### src/mains_voltage_supervisor_assert.svh
// ----------------------------------------------------------------------------
// Mains voltage supervisor assertion macros
// Shared macros for the concurrent checks of the supervisor.
// ----------------------------------------------------------------------------
`ifndef MAINS_VOLTAGE_SUPERVISOR_ASSERT_SVH
`define MAINS_VOLTAGE_SUPERVISOR_ASSERT_SVH

// The consequent must hold in the same cycle as the antecedent.
`define MVS_ASSERT_SAME(label, ante, cons) \
    label: assert property (@(posedge clk) disable iff (!rst_n) (ante) |-> (cons)) \
        else $error("supervisor check failed");

// The consequent must hold in the cycle after the antecedent.
`define MVS_ASSERT_NEXT(label, ante, cons) \
    label: assert property (@(posedge clk) disable iff (!rst_n) (ante) |=> (cons)) \
        else $error("supervisor check failed");

`endif

### src/mvs_pkg.sv
// ----------------------------------------------------------------------------
// Mains voltage supervisor package
// Register indexes, reset values and the shared debounce step.
// ----------------------------------------------------------------------------
package mvs_pkg;

    localparam int VOLT_W   = 9;
    localparam int PAIR_W   = 18;
    localparam int CNT_W    = 8;
    localparam int LONG_W   = 14;
    localparam int DELAY_W  = 16;
    localparam int CFG_IDX_W = 3;
    localparam int CFG_DATA_W = 18;
    localparam int IN_DATA_W  = 16;
    localparam int OUT_DATA_W = 8;

    localparam logic [CFG_IDX_W-1:0] REG_MAINS_115      = 3'd0;
    localparam logic [CFG_IDX_W-1:0] REG_LOW_THRESHOLD  = 3'd1;
    localparam logic [CFG_IDX_W-1:0] REG_DOWN_PAIR_MAIN = 3'd2;
    localparam logic [CFG_IDX_W-1:0] REG_DOWN_PAIR_ALT  = 3'd3;
    localparam logic [CFG_IDX_W-1:0] REG_UP_PAIR        = 3'd4;
    localparam logic [CFG_IDX_W-1:0] REG_LOW_DEBOUNCE   = 3'd5;
    localparam logic [CFG_IDX_W-1:0] REG_STEP_DEBOUNCE  = 3'd6;
    localparam logic [CFG_IDX_W-1:0] REG_START_DELAYS   = 3'd7;

    localparam logic [VOLT_W-1:0]  RST_LOW_THRESHOLD  = 9'd184;
    localparam logic [PAIR_W-1:0]  RST_DOWN_PAIR_MAIN = 18'd124134;
    localparam logic [PAIR_W-1:0]  RST_DOWN_PAIR_ALT  = 18'd64120;
    localparam logic [PAIR_W-1:0]  RST_UP_PAIR        = 18'd105178;
    localparam logic [CNT_W-1:0]   RST_LOW_DEBOUNCE   = 8'd10;
    localparam logic [CNT_W-1:0]   RST_STEP_DEBOUNCE  = 8'd10;
    localparam logic [DELAY_W-1:0] RST_START_DELAYS   = 16'd1822;

    typedef struct packed {
        logic             flag;
        logic [CNT_W-1:0] count;
    } dbnc_t;

    // One second of a debounced flag: the counter runs while the condition
    // that would toggle the flag holds, and the flag toggles at the limit.
    function automatic dbnc_t debounce(input logic flag, input logic [CNT_W-1:0] count,
                                       input logic set_c, input logic clr_c,
                                       input logic [CNT_W-1:0] limit);
        dbnc_t            r;
        logic [CNT_W-1:0] c;
        logic             cond;
        cond    = flag ? clr_c : set_c;
        c       = count + 8'd1;
        r.flag  = flag;
        r.count = '0;
        if (cond)
        begin
            if (c >= limit)
            begin
                r.flag = ~flag;
            end
            else
            begin
                r.count = c;
            end
        end
        return r;
    endfunction

endpackage

### src/mains_voltage_supervisor.sv
// A result beat is registered and appears in the cycle after its input beat is
// accepted. Throughput: one input beat per cycle unless m_tready stalls; the
// single output register lets a new beat in during the same cycle in which the waiting result is taken.
// Reset: rst_n clears all flags, counters and timers and loads the register
// reset values; the block is ready straight after reset.
// ----------------------------------------------------------------------------
// Mains voltage supervisor
// Debounces undervoltage, buck and boost relay flags from a per-second
// voltage reading and times the long and short start-up delays.
// ----------------------------------------------------------------------------
`include "mains_voltage_supervisor_assert.svh"

module mains_voltage_supervisor
(
    input  logic                                  clk,
    input  logic                                  rst_n,
    input  logic                                  cfg_wr_en,
    input  logic [mvs_pkg::CFG_IDX_W-1:0]         cfg_addr,
    input  logic [mvs_pkg::CFG_DATA_W-1:0]        cfg_wdata,
    input  logic                                  s_tvalid,
    output logic                                  s_tready,
    // vac[8:0], power_failed[9], arm_long[10], arm_short[11], zero pad
    input  logic [mvs_pkg::IN_DATA_W-1:0]         s_tdata,
    output logic                                  m_tvalid,
    input  logic                                  m_tready,
    // undervoltage[0], buck_relay[1], boost_relay[2], long_delay_done[3],
    // short_delay_done[4], zero pad
    output logic [mvs_pkg::OUT_DATA_W-1:0]        m_tdata
);

    logic                           mains_115_reg;
    logic [mvs_pkg::VOLT_W-1:0]     low_threshold_reg;
    logic [mvs_pkg::PAIR_W-1:0]     down_pair_main_reg;
    logic [mvs_pkg::PAIR_W-1:0]     down_pair_alt_reg;
    logic [mvs_pkg::PAIR_W-1:0]     up_pair_reg;
    logic [mvs_pkg::CNT_W-1:0]      low_debounce_reg;
    logic [mvs_pkg::CNT_W-1:0]      step_debounce_reg;
    logic [mvs_pkg::DELAY_W-1:0]    start_delays_reg;

    logic                           low_flag_reg, low_flag_next;
    logic [mvs_pkg::CNT_W-1:0]      low_count_reg, low_count_next;
    logic                           buck_flag_reg, buck_flag_next;
    logic [mvs_pkg::CNT_W-1:0]      buck_count_reg, buck_count_next;
    logic                           boost_flag_reg, boost_flag_next;
    logic [mvs_pkg::CNT_W-1:0]      boost_count_reg, boost_count_next;
    logic                           long_running_reg, long_running_next;
    logic [mvs_pkg::LONG_W-1:0]     long_count_reg, long_count_next;
    logic                           long_done_reg, long_done_next;
    logic                           short_running_reg, short_running_next;
    logic [mvs_pkg::CNT_W-1:0]      short_count_reg, short_count_next;
    logic                           short_done_reg, short_done_next;

    logic                           m_tvalid_reg, m_tvalid_next;
    logic [mvs_pkg::OUT_DATA_W-1:0] m_tdata_reg, m_tdata_next;

    logic                           accept;
    logic [mvs_pkg::VOLT_W-1:0]     vac;
    logic                           power_failed;
    logic                           arm_long;
    logic                           arm_short;

    assign s_tready     = !m_tvalid_reg || m_tready;
    assign accept       = s_tvalid && s_tready;
    assign vac          = s_tdata[8:0];
    assign power_failed = s_tdata[9];
    assign arm_long     = s_tdata[10];
    assign arm_short    = s_tdata[11];
    assign m_tvalid     = m_tvalid_reg;
    assign m_tdata      = m_tdata_reg;

    always_ff @(posedge clk or negedge rst_n)
    begin
        if (!rst_n)
        begin
            mains_115_reg      <= 1'b0;
            low_threshold_reg  <= mvs_pkg::RST_LOW_THRESHOLD;
            down_pair_main_reg <= mvs_pkg::RST_DOWN_PAIR_MAIN;
            down_pair_alt_reg  <= mvs_pkg::RST_DOWN_PAIR_ALT;
            up_pair_reg        <= mvs_pkg::RST_UP_PAIR;
            low_debounce_reg   <= mvs_pkg::RST_LOW_DEBOUNCE;
            step_debounce_reg  <= mvs_pkg::RST_STEP_DEBOUNCE;
            start_delays_reg   <= mvs_pkg::RST_START_DELAYS;
        end
        else if (cfg_wr_en)
        begin
            case (cfg_addr)
                mvs_pkg::REG_MAINS_115:      mains_115_reg      <= cfg_wdata[0];
                mvs_pkg::REG_LOW_THRESHOLD:  low_threshold_reg  <= cfg_wdata[8:0];
                mvs_pkg::REG_DOWN_PAIR_MAIN: down_pair_main_reg <= cfg_wdata;
                mvs_pkg::REG_DOWN_PAIR_ALT:  down_pair_alt_reg  <= cfg_wdata;
                mvs_pkg::REG_UP_PAIR:        up_pair_reg        <= cfg_wdata;
                mvs_pkg::REG_LOW_DEBOUNCE:   low_debounce_reg   <= cfg_wdata[7:0];
                mvs_pkg::REG_STEP_DEBOUNCE:  step_debounce_reg  <= cfg_wdata[7:0];
                mvs_pkg::REG_START_DELAYS:   start_delays_reg   <= cfg_wdata[15:0];
                default:                     mains_115_reg      <= mains_115_reg;
            endcase
        end
    end

    always_comb
    begin
        logic [mvs_pkg::PAIR_W-1:0]   buck_pair;
        logic [mvs_pkg::VOLT_W-1:0]   buck_on, buck_off, boost_on, boost_off;
        logic                         buck_en, boost_en;
        mvs_pkg::dbnc_t               low_r, buck_r, boost_r;
        logic [7:0]                   minutes;
        logic [mvs_pkg::LONG_W-1:0]   long_target, long_c;
        logic [mvs_pkg::CNT_W-1:0]    short_c;

        low_r = mvs_pkg::debounce(low_flag_reg, low_count_reg, vac <= low_threshold_reg,
                                  vac > low_threshold_reg, low_debounce_reg);
        if (power_failed)
        begin
            low_r = '0;
        end

        // Relay rules use the done flags held before this second.
        buck_en   = !mains_115_reg || long_done_reg || short_done_reg;
        boost_en  = !mains_115_reg || (!long_done_reg && short_done_reg);
        buck_pair = (mains_115_reg && !long_done_reg) ? down_pair_alt_reg
                                                      : down_pair_main_reg;
        buck_on   = buck_pair[17:9];
        buck_off  = buck_pair[8:0];
        boost_on  = up_pair_reg[17:9];
        boost_off = up_pair_reg[8:0];

        buck_r = mvs_pkg::debounce(buck_flag_reg, buck_count_reg, vac >= buck_on,
                                   vac <= buck_off, step_debounce_reg);
        if (!buck_en)
        begin
            buck_r = {buck_flag_reg, buck_count_reg};
        end
        boost_r = mvs_pkg::debounce(boost_flag_reg, boost_count_reg, vac <= boost_on,
                                    vac >= boost_off, step_debounce_reg);
        if (!boost_en)
        begin
            boost_r = {boost_flag_reg, boost_count_reg};
        end

        // Minutes times sixty as a shift and subtract; at most 15300.
        minutes     = start_delays_reg[15:8];
        long_target = {minutes, 6'b0} - {4'b0, minutes, 2'b0};

        long_running_next = long_running_reg || arm_long;
        long_count_next   = long_count_reg;
        long_done_next    = long_done_reg;
        long_c            = long_count_reg + 14'd1;
        if (long_running_next)
        begin
            if (long_c >= long_target)
            begin
                long_count_next   = '0;
                long_running_next = 1'b0;
                long_done_next    = 1'b1;
            end
            else
            begin
                long_count_next = long_c;
            end
        end

        short_running_next = short_running_reg || arm_short;
        short_count_next   = short_count_reg;
        short_done_next    = short_done_reg;
        short_c            = short_count_reg + 8'd1;
        if (short_running_next)
        begin
            if (short_c >= start_delays_reg[7:0])
            begin
                short_count_next   = '0;
                short_running_next = 1'b0;
                short_done_next    = 1'b1;
            end
            else
            begin
                short_count_next = short_c;
            end
        end

        low_flag_next    = low_r.flag;
        low_count_next   = low_r.count;
        buck_flag_next   = buck_r.flag;
        buck_count_next  = buck_r.count;
        boost_flag_next  = boost_r.flag;
        boost_count_next = boost_r.count;

        m_tdata_next  = {3'b0, short_done_next, long_done_next, boost_r.flag,
                         buck_r.flag, low_r.flag};
        m_tvalid_next = accept || (m_tvalid_reg && !m_tready);
    end

    always_ff @(posedge clk or negedge rst_n)
    begin
        if (!rst_n)
        begin
            low_flag_reg      <= 1'b0;
            low_count_reg     <= '0;
            buck_flag_reg     <= 1'b0;
            buck_count_reg    <= '0;
            boost_flag_reg    <= 1'b0;
            boost_count_reg   <= '0;
            long_running_reg  <= 1'b0;
            long_count_reg    <= '0;
            long_done_reg     <= 1'b0;
            short_running_reg <= 1'b0;
            short_count_reg   <= '0;
            short_done_reg    <= 1'b0;
            m_tvalid_reg      <= 1'b0;
        end
        else
        begin
            m_tvalid_reg <= m_tvalid_next;
            if (accept)
            begin
                low_flag_reg      <= low_flag_next;
                low_count_reg     <= low_count_next;
                buck_flag_reg     <= buck_flag_next;
                buck_count_reg    <= buck_count_next;
                boost_flag_reg    <= boost_flag_next;
                boost_count_reg   <= boost_count_next;
                long_running_reg  <= long_running_next;
                long_count_reg    <= long_count_next;
                long_done_reg     <= long_done_next;
                short_running_reg <= short_running_next;
                short_count_reg   <= short_count_next;
                short_done_reg    <= short_done_next;
            end
        end
    end

    always_ff @(posedge clk)
    begin
        if (accept)
        begin
            m_tdata_reg <= m_tdata_next;
        end
    end

    `MVS_ASSERT_NEXT(long_done_sticky, long_done_reg, long_done_reg)
    `MVS_ASSERT_NEXT(short_done_sticky, short_done_reg, short_done_reg)
    `MVS_ASSERT_SAME(long_idle_count_zero, !long_running_reg, long_count_reg == '0)
    `MVS_ASSERT_NEXT(accept_gives_result, accept, m_tvalid_reg)
    `MVS_ASSERT_NEXT(power_fail_clears_low, accept && power_failed,
                     !m_tdata_reg[0] && low_count_reg == '0)

endmodule

### config.mk
export PLATFORM = sky130hd
export DESIGN_NAME = mains_voltage_supervisor
export DESIGN_NICKNAME = d
export VERILOG_FILES = /design/src/mvs_pkg.sv /design/src/mains_voltage_supervisor.sv
export VERILOG_INCLUDE_DIRS = /design/src /design/src/src
export SDC_FILE = /design/constraint.sdc
export NUM_CORES = 1
export LEC_CHECK = 0
export ABC_AREA = 1
export BUFFER_PORTS_ARGS = -buffer_cell sky130_fd_sc_hd__buf_4
export CORE_AREA = 2 2 125 127
export CTS_BUF_LIST = sky130_fd_sc_hd__clkbuf_16
export DETAILED_ROUTE_END_ITERATION = 12
export DIE_AREA = 0 0 127 129
export PLACE_DENSITY_LB_ADDON = 0.12
export SLEW_MARGIN = 10
export SYNTH_ARGS = -nofsm -noshare
export SYNTH_HDL_FRONTEND = slang
export SYNTH_SLANG_ARGS = --single-unit
### constraint.sdc
create_clock -name clk -period 7.94 [get_ports clk]
set_input_delay 1.985 -clock clk [delete_from_list [all_inputs] [get_ports clk]]
set_output_delay 1.985 -clock clk [all_outputs]
set_load 0.05 [all_outputs]
# Word-level counts from Yosys, hierarchy flattened
# Index checks and enable logic that the tools add are counted.
dict set report totals {
  inputBits 42
  register_bits 155
  wordCells 103
  out_inout_bits 10
}
dict set report classes {
  mux 26
  magnitude_cmp 11
  addsub 6
  eq_ne 7
  bitwise 3
  n_reduce_logical 28
}
# op count
set ops {}
lappend ops {{$mux W9} 6}
lappend ops {{$add A8 B1 Y8 const B} 4}
lappend ops {{$ge A8 B8 Y1} 4}
lappend ops {{$mux W8} 4}
lappend ops {{$le A9 B9 Y1} 3}
lappend ops {{$reduce_and A2 Y1} 12}
lappend ops {{$ge A9 B9 Y1} 2}
lappend ops {{$mux W18} 1}
lappend ops {{$add A14 B1 Y14 const B} 1}
lappend ops {{$ge A14 B14 Y1} 1}
lappend ops {{$mux W1} 14}
lappend ops {{$mux W14} 1}
lappend ops {{$sub A14 B10 Y14} 1}
lappend ops {{$eq A3 B3 Y1 const B} 4}
lappend ops {{$gt A9 B9 Y1} 1}
lappend ops {{$logic_or A1 B1 Y1} 7}
lappend ops {{$eq A3 B2 Y1 const B} 2}
lappend ops {{$logic_and A1 B1 Y1} 4}
lappend ops {{$logic_not A1 Y1} 4}
lappend ops {{$eq A3 B1 Y1 const B} 1}
lappend ops {{$logic_not A3 Y1} 1}
lappend ops {{$not A1 Y1} 3}

# Depth between registers and ports, before layout
# Gate-level depths: netlist of run 1.
dict set report depth {
  word_depth 7
  depth_mapped 18
}

# Worst setup path after synthesis of run 1
# OpenSTA, ideal clock, no wires.
dict set report synth_timing {
  kind {input to output}
  start {in m_tready}
  end {out s_tready}
  arrival_time_ns 2.238
  setup_slack_ns 3.717
  stages 2
  path_cell_list {inv_1 -> nand2_2}
}
dict set report synth_via {
  elab_chain_cells 1
}
# element line
set synth_lines {}
lappend synth_lines {{from (decl)} mains_voltage_supervisor.sv:25} ;# input logic m_tready,
lappend synth_lines {{$logic_or A1 B1 Y1} mains_voltage_supervisor.sv:62} ;# assign s_tready = !m_tvalid_reg || m_tready;
lappend synth_lines {{to (decl)} mains_voltage_supervisor.sv:21} ;# output logic s_tready,
# Every way passes these cells.

# Worst setup path in the final report of run 1
# Same ends and word-level chain as after synthesis.

==> impl_metrics.ini, run 1 <==
[critical_path]
startpoint = m_tready
critPathRequiredTime_ns = 5.96
worstSetupStartpointType = input port
reg2regPathDepth = 18
cp_max_fo = 3
cp-endpoint = s_tready
r2r_slack_ns = 4.69
rr_endpoint = m_tdata[3]
cp.arrival_ns = 2.40
worstReg2RegStart = start_delays_reg[13]
critPathKind = in2out
setup.worst_path.end_class = output port

[finish]
layout-drive-gt1-share_pct = 12.3
final_nets = 1368
fill_cells = 1218
finish.utilization_pct = 70.7
areaGrowthSynthToFinish_pct = 10.9
fin_cells = 1428
diodes = 0

[global_routing]
grt_max_degree = 102
antenna_found_initial = 0
first_global_vias = 7211
grt_usage_pct = 27.0
grt_pass1_wl_um = 34700
overflow = 0

[power]
p_leak_nw = 5.58
vdd_ir_drop_max_mv = 0.206
combPwrFrac_pct = 31.6
p_clk_share_pct = 27.6
switching_share_pct = 35.6
power_density_nw_per_um2 = 254
power_mw = 2.69
p_int_mw = 1.73
seq_power_share_pct = 40.8
netSwitchingPower_uw = 958

[yosys]
synth_top_area_share_pct = 27.5
synth_mux_area_share_pct = 1.78
synth-xor-area-share_pct = 3.46
synth_fa_ha_area_share_pct = 13.0
seq_area_frac_synth_pct = 41.5
synth_edf_count = 5
synth-simple-area-share_pct = 23.1
synth_warnings = 0
ys_top_cells_by_area = dfrtp_1, nand2_1, ha_1
synth_top_family_by_area = simple AND/OR/NAND/NOR gates
syn_inst = 1181
synth-seq-cells = 155
yosysMostFrequentCell = nand2_1
synthTopCellsByCount = nand2_1, inv_1, dfrtp_1
synth-compound-area-share_pct = 9.19
netlist_area_um2 = 9550
syn_avg_cell_area_um2 = 8.09
async_flop_share_pct = 96.8
synth_top_cell_by_area = dfrtp_1
synth_ff_type = dfrtp_1
synth.distinct_cells = 40

[sta]
max_slew_margin_pct = 24.4
fmax_ghz = 0.228
period_needed_ns = 4.38
rsz0062_at_grt = no
fin_skew_ns = 0.0104
period_share_pct = 55.2
slew_violations = 0
fin_setup_tns_ns = 0
hold_violations = 0
setup_viol = 0
whs_ns = 0.486
tightest_slew_ns = 1.13

[place]
io_buffer_count = 44
globalplace.congestion = 0.862
dp.cells = 1396
dp_hpwl_um = 14800

[cts]
clock_latency_ns = 0.42
cts_resized = 0
clk_pin_slew_ns = 0.05
cts-root-buf = clkbuf_16
postCtsSetupRepairBufs = 0
cts_buffers = 17
htree_num_levels = 4
cts_tree = yes
clockBufferDepth = 2
cts_hold_buf = 0
cts_sinks = 155

[detailed_routing]
vias = 7764
avgViaCountPerCell = 5.44
drt_first_pass_iters = 5
antenna_left = 0
totalWireLength_um = 20700
drc = 0
drt_iter0_markers = 467
wire_per_inst_um = 14.5

[floorplan]
num_io_pins = 52
dieArea_um2 = 16400
coreArea_um2 = 15000
die_w_um = 127
die_h_um = 129
initial_core_util_pct = 63.8
rows = 45

[status]
outcome = finished clean

[flow_run]
cap_violations = 0

[min_path]
hp-class = reg2reg
[worst min-delay path by stage]
stage                            from                     end  slack [ns]  cells past startpoint
4_1_cts          step_debounce_reg[7]    step_debounce_reg[7]        0.49                      2
3_5_place_dp    down_pair_alt_reg[10]   down_pair_alt_reg[10]        0.47                      2
2_1_floorplan       short_running_reg       short_running_reg        0.45                      2
6_report         step_debounce_reg[2]    step_debounce_reg[2]        0.49                      2
3_3_place_gp    down_pair_main_reg[4]   down_pair_main_reg[4]        0.46                      2
5_1_grt        down_pair_main_reg[16]  down_pair_main_reg[16]        0.51                      2
[critical path, stage by stage]
cell,delay [ns]
buf_4,0.10
inv_1,0.05
nand2_2,0.06
buf_4,0.19
[final cells by class]
class	instances	area (µm²)	area share, %
multi-input cells	829	4840	45.7
flip-flops and latches	155	3960	37.4
inverters	178	671	6.33
clock buffers	17	425	4.02
repair buffers	46	349	3.30
well taps	188	235	2.22
clock inverters	15	113	1.06
[per-layer routing]
layer	track usage [%]	part of all wire, %	routed length, µm
met3	5.28	4.6	948
met1	37.1	47	9790
met2	44.0	46	9560
met5	0	0	0
met4	8.21	1.8	380
[power groups by stage]
stage                     Combinational (mW)  Sequential (mW)  Clock, mW
final                                  0.848             1.10      0.742
after global routing                   0.994             1.12      0.792
after CTS                              0.855             1.10      0.751
after detailed placement               0.848             1.11          0
after global placement                 0.808             1.10          0
after floorplan                        0.633             1.09          0
[metrics by stage]
stage	setup WS, ns	cell area, µm²
2_1_floorplan	3.72	9560
3_3_place_gp	3.56	10100
3_5_place_dp	3.56	10100
4_1_cts	3.56	10600
5_1_grt	3.51	10600
6_report	3.56	10600
[cell families (layout without fill, tap and decap cells)]
family,count (synthesis),in the layout
buffers and inverters,199,256
other,1,3
multiplexers,17,17
adder cells (fa/ha/maj),99,99
XOR/XNOR,36,36
flip-flops,155,155
AND/OR/NAND/NOR,506,506
AO/OA/AOI/OAI,168,168
[layout by cell type, fill, tap and decap left out, drive strengths merged]
master,instances
a21o,6
a21oi,36
a31o,1
a31oi,2
and3,2
buf,46
bufinv,1
clkbuf,17
clkinv,9
clkinvlp,3
conb,3
dfrtp,105
dfstp,45
edfxtp,5
ha,99
inv,180
mux2i,17
nand2,344
nand3,48
nand3b,5
nand4,29
nor2,66
nor3,7
o21a,3
o21ai,116
o22ai,4
or2,5
xnor2,4
xor2,32
(Power assumes the default switching activity.)
==> run 2, diff against run 1 <==
--- a/config.mk
+++ b/config.mk
@@ -8,10 +8,10 @@
 export LEC_CHECK = 0
 export ABC_AREA = 1
 export BUFFER_PORTS_ARGS = -buffer_cell sky130_fd_sc_hd__buf_4
-export CORE_AREA = 2 2 125 127
+export CORE_AREA = 2 2 128 130
 export CTS_BUF_LIST = sky130_fd_sc_hd__clkbuf_16
 export DETAILED_ROUTE_END_ITERATION = 12
-export DIE_AREA = 0 0 127 129
+export DIE_AREA = 0 0 130 132
 export PLACE_DENSITY_LB_ADDON = 0.12
 export SLEW_MARGIN = 10
 export SYNTH_ARGS = -nofsm -noshare
==> constraint.sdc (replaced) <==
create_clock -name clk -period 4.4 [get_ports clk]
set_input_delay 1.1 -clock clk [delete_from_list [all_inputs] [get_ports clk]]
set_output_delay 1.1 -clock clk [all_outputs]
set_load 0.05 [all_outputs]
==> run 2 against run 1 <==
  * Count of clock-buffer cells in the layout unchanged
  * Global-route usage decreased by 1.4 points
  * Routed wire length decreased by 0.78%
  * Combinational power increased by 80%
  * Flip-flop and latch count unchanged
  * Critical path type is now reg2reg
  * Highest routed layer unchanged
==> impl_metrics.ini, run 2 (same netlist as run 1, synthesis figures left out) <==
[critical_path]
setup.worst_path.end_class = flop
slowest_delay_ns = 0.59
startpoint = start_delays_reg[10]
cp_max_fo = 9
critPathRequiredTime_ns = 4.70
cp.depth = 13
cp-endpoint = long_count_reg[0]
reg2regPathDepth = 13
worstReg2RegStart = start_delays_reg[10]
worstPathCellList = ha_1 -> nand3_1 -> nand3_1 -> a21oi_1 -> or2_2 -> nand3_1 -> xor2_1 -> ha_1 -> nand2_1 -> nor3_1 -> nand4_1 -> nand3_2 -> a21oi_1
cpMostUsedCell = nand3_1
worstSetupStartpointType = flop
rr_endpoint = long_count_reg[0]
cp_top_family = simple AND/OR/NAND/NOR gates
crit_buf_inv = 0
r2r_slack_ns = 1.27
critPathKind = reg2reg
slowest_stage = dfstp_2
cp.arrival_ns = 3.43

[finish]
fin_area_um2 = 10700
final_cell_mix = nand2_1, inv_1, dfrtp_1, o21ai_0, ha_1
diodes = 0
areaGrowthSynthToFinish_pct = 11.9
finish.utilization_pct = 68.0
final_nets = 1370
final_common_cell = nand2_1
layout-drive-gt1-share_pct = 12.6

[cts]
clockBufferDepth = 2
cts_buffers = 17
htree_num_levels = 4
cts_hold_buf = 0
cts_resized = 0
postCtsSetupRepairBufs = 0
clk_pin_slew_ns = 0.06
cts_tree = yes
cts_sinks = 155
cts-root-buf = clkbuf_16
clock_latency_ns = 0.43

[floorplan]
rows = 46
num_io_pins = 52
die_h_um = 132
coreArea_um2 = 15700
dieArea_um2 = 17200
initial_core_util_pct = 60.8
die_w_um = 130

[detailed_routing]
totalWireLength_um = 20500
avgViaCountPerCell = 5.23
vias = 7620
drc = 0
antenna_left = 0
drt_first_pass_iters = 5
wire_per_inst_um = 14.1
drt_iter0_markers = 521

[global_routing]
grt_max_degree = 91
overflow = 0
grt_usage_pct = 25.6
antenna_found_initial = 0
grt_pass1_wl_um = 34800
first_global_vias = 7236

[sta]
tightest_slew_ns = 1.15
slew_violations = 0
fin_skew_ns = 0.00797
max_slew_margin_pct = 23.1
period_needed_ns = 3.13
fin_setup_tns_ns = 0
fmax_ghz = 0.320
hold_violations = 0
rsz0062_at_grt = no
setup_viol = 0
period_share_pct = 71.1

[power]
vdd_ir_drop_max_mv = 0.344
seq_power_share_pct = 39.8
switching_share_pct = 34.8
combPwrFrac_pct = 30.7
p_leak_nw = 5.62
p_int_mw = 3.24
netSwitchingPower_mw = 1.73
power_density_nw_per_um2 = 465
p_clk_share_pct = 29.5

[place]
globalplace.congestion = 0.865
place_area_um2 = 10100
dp_hpwl_um = 15000
io_buffer_count = 44

[status]
outcome = finished clean

[min_path]
hp-class = reg2reg

[flow_run]
cap_violations = 0
==> run 2: cell types whose count changed in the layout (fill, tap and decap cells not counted), sizes merged <==
cell      change
buf           +2
bufinv        +2
clkinvlp      -1
inv           -1
==> run 2: area by class of cell <==
type                    instances  area (µm²)
fillers                      1359        5020
well taps                     216         270
clock buffers                  17         425
flip-flops and latches        155        3960
clock inverters                15         158
multi-input cells             829        4840
repair buffers                 48         364
inverters                     178         671
==> run 2: per-stage QoR <==
step | total power, mW | worst slack, ns | hold WS [ns] | cells
4_1_cts | 5.00 | 1.28 | 0.487 | 1458
2_1_floorplan | 3.11 | 1.66 | 0.451 | 1183
3_3_place_gp | 3.45 | 1.38 | 0.465 | 1426
6_report | 4.97 | 1.27 | 0.486 | 1458
3_5_place_dp | 3.52 | 1.35 | 0.473 | 1426
5_1_grt | 5.36 | 0.986 | 0.503 | 1458
==> run 2: routing by layer <==
layer / global-route usage (%) / part of all wire, % / vias up
met3: 5.93 / 4.8 / 21
met2: 40.3 / 46 / 139
met4: 5.62 / 1.1 / 0
met5: 0 / 0 / -
li1: - / - / 3904
met1: 36.4 / 48 / 3556
==> run 2: power by group through the flow <==
stage                     clock network, mW  registers, mW  logic, mW
after floorplan                           0           1.96       1.14
after detailed placement                  0           2.00       1.53
final                                  1.46           1.98       1.53
after CTS                              1.48           1.98       1.54
after global placement                    0           1.99       1.47
after global routing                   1.54           2.02       1.80
==> run 2: worst register-to-register path, cell delays in order (launching register included) <==
cell and delay, ns:
dfstp_2 0.59, ha_1 0.29, nand3_1 0.09, nand3_1 0.07, a21oi_1 0.17, or2_2 0.17, nand3_1 0.10, xor2_1 0.16
ha_1 0.29, nand2_1 0.09, nor3_1 0.21, nand4_1 0.33, nand3_2 0.33, a21oi_1 0.10
==> run 2: worst min path at each step <==
stage | start | to | slack [ns] | cells after the start
after global routing | short_running_reg | short_running_reg | 0.50 | 2
after floorplan | short_running_reg | short_running_reg | 0.45 | 2
after global placement | down_pair_main_reg[17] | down_pair_main_reg[17] | 0.47 | 2
after CTS | step_debounce_reg[2] | step_debounce_reg[2] | 0.49 | 2
final | up_pair_reg[8] | up_pair_reg[8] | 0.49 | 2
after detailed placement | step_debounce_reg[2] | step_debounce_reg[2] | 0.47 | 2
==> run 3, diff against run 2 <==
==> constraint.sdc (replaced) <==
create_clock -name clk -period 3.2 [get_ports clk]
set_input_delay 0.8 -clock clk [delete_from_list [all_inputs] [get_ports clk]]
set_output_delay 0.8 -clock clk [all_outputs]
set_load 0.05 [all_outputs]
==> run 3 against run 2 <==
  * Critical path depth rose by 1
  * Cell area increased by 1.2%
  * Clock power up 34%
  * Non-clock buffer count rose by 9
  * Critical path type unchanged
  * Combinational power is 41% higher
  * Utilization up 0.84 points
  * Sequential power rose by 37%
  * Register-to-register slack worse by 1.1 ns
==> impl_metrics.ini, run 3 (same netlist as run 1, synthesis figures left out) <==
[detailed_routing]
antenna_left = 0
totalWireLength_um = 20600
drc = 0
drt_iter0_markers = 515
vias = 7613
avgViaCountPerCell = 5.19
wire_per_inst_um = 14.0
drt_first_pass_iters = 5

[critical_path]
cp_max_fo = 9
crit_buf_inv = 1
cp.arrival_ns = 3.30
worstPathCellList = inv_2 -> ha_4 -> nand2_1 -> nor2_1 -> a21oi_1 -> or2_2 -> nand3_1 -> xor2_1 -> ha_1 -> nand2_1 -> nor3_1 -> nand4_1 -> nand3_4 -> a21oi_1
critPathRequiredTime_ns = 3.51
worstReg2RegStart = start_delays_reg[13]
critPathKind = reg2reg
setup.worst_path.end_class = flop
slowest_delay_ns = 0.39
startpoint = start_delays_reg[13]
cp_top_family = simple AND/OR/NAND/NOR gates
worstSetupStartpointType = flop
slowest_stage = dfrtp_1

[global_routing]
grt_max_degree = 72
grt_usage_pct = 25.4
overflow = 0
first_global_vias = 7141
grt_pass1_wl_um = 34100
antenna_found_initial = 0

[cts]
clockBufferDepth = 2
clk_pin_slew_ns = 0.07
cts_sinks = 155
cts_buffers = 17
clock_latency_ns = 0.43
cts_hold_buf = 0
cts_tree = yes
htree_num_levels = 4
cts-root-buf = clkbuf_16

[sta]
fin_skew_ns = 0.00750
whs_ns = 0.377
hold_violations = 0
setup_viol = 0
period_share_pct = 93.4
fmax_ghz = 0.335
slew_violations = 0
worst_slack_ns = 0.212
period_needed_ns = 2.99
max_slew_margin_pct = 30.8
tightest_slew_ns = 1.04

[floorplan]
dieArea_um2 = 17200
coreArea_um2 = 15700
num_io_pins = 52
initial_core_util_pct = 60.8
die_h_um = 132
die_w_um = 130
rows = 46

[min_path]
hp-class = in2async

[place]
dp_slack_ns = 0.148
dp_hpwl_um = 15000
io_buffer_count = 44
globalplace.congestion = 0.832

[power]
p_clk_share_pct = 28.7
seq_power_share_pct = 39.8
combPwrFrac_pct = 31.5
switching_share_pct = 35.9
netSwitchingPower_mw = 2.45
p_leak_nw = 5.67
power_density_nw_per_um2 = 631
p_int_mw = 4.37
vdd_ir_drop_max_mv = 0.374

[finish]
final_common_cell = nand2_1
areaGrowthSynthToFinish_pct = 13.3
final_cell_mix = nand2_1, inv_1, dfrtp_1, o21ai_0, ha_1
layout-drive-gt1-share_pct = 13.7
final_nets = 1379
fill_cells = 1340
diodes = 0

[status]
outcome = finished clean

[flow_run]
cap_violations = 0
## run 3: cell types whose count changed in the layout (fill, tap and decap cells not counted), sizes merged
| cell | delta |
|---|---|
| buf | +9 |
| bufinv | -3 |
| clkbuf | +2 |
| clkinv | -5 |
| clkinvlp | -1 |
| inv | +7 |
## run 3: timing repair
item,CTS,global route
setup buffers,0,5
setup endpoints to repair,0,13
gates resized for setup,0,6
hold endpoints to repair,0,0
## run 3: worst register-to-register path, delay by kind of cell, from the launching register on
kind                       cells  cell delay [ns]
and+or+nand+nor                8             1.55
buffers and inverters          1             0.07
AOI/OAI and AO/OA              2             0.19
adders and majority gates      2             0.58
xor gates and xnor gates       1             0.08
DFF                            1             0.39
## run 3: area by class of cell
| cell class | count | area [µm²] | area share, % |
|---|---|---|---|
| Timing Repair Buffer | 57 | 457 | 4.22 |
| Multi-Input combinational cell | 829 | 4890 | 45.2 |
| Inverter | 178 | 671 | 6.20 |
| Tap cell | 216 | 270 | 2.50 |
| Sequential cell | 155 | 3960 | 36.6 |
| Clock buffer | 19 | 475 | 4.39 |
| Clock inverter | 13 | 101 | 0.937 |
## run 3: path summary, 6_finish.rpt
kind / to / slack (ns) / depth (start not counted)
max: long_count_reg[0] / 0.21 / 14
min: down_pair_alt_reg[16] / 0.38 / 1
max reg2reg: long_count_reg[0] / 0.21 / 14
min reg2reg: down_pair_alt_reg[1] / 0.49 / 2
max in group asynchronous: step_debounce_reg[3] / 2.08 / 2
min in group clk: down_pair_alt_reg[1] / 0.49 / 2
## run 3: layer usage
layer	routed length, µm	GRT usage (%)
met3	803	5.03
met4	215	6.57
met2	9440	40.1
met1	10100	36.1
met5	0	0
## run 3: power by group through the flow
stage	registers [mW]	clock network (mW)	logic, mW
CTS	2.71	1.99	2.12
global route	2.76	2.06	2.52
finish	2.72	1.96	2.15
global placement	2.73	0	2.02
detailed placement	2.74	0	2.10
floorplan	2.70	0	1.57
## run 3: stage by stage
stage / power, mW / TNS, ns / instance area, µm² / utilization [%] / instances
final: 6.82 / 0 / 10800 / 68.9 / 1467
after global routing: 7.35 / -0.115 / 10800 / 68.9 / 1467
after CTS: 6.82 / 0 / 10700 / 68.3 / 1462
after detailed placement: 4.84 / 0 / 10200 / 64.7 / 1430
after global placement: 4.75 / 0 / 10200 / 64.7 / 1430
after floorplan: 4.27 / 0 / 9560 / - / 1183
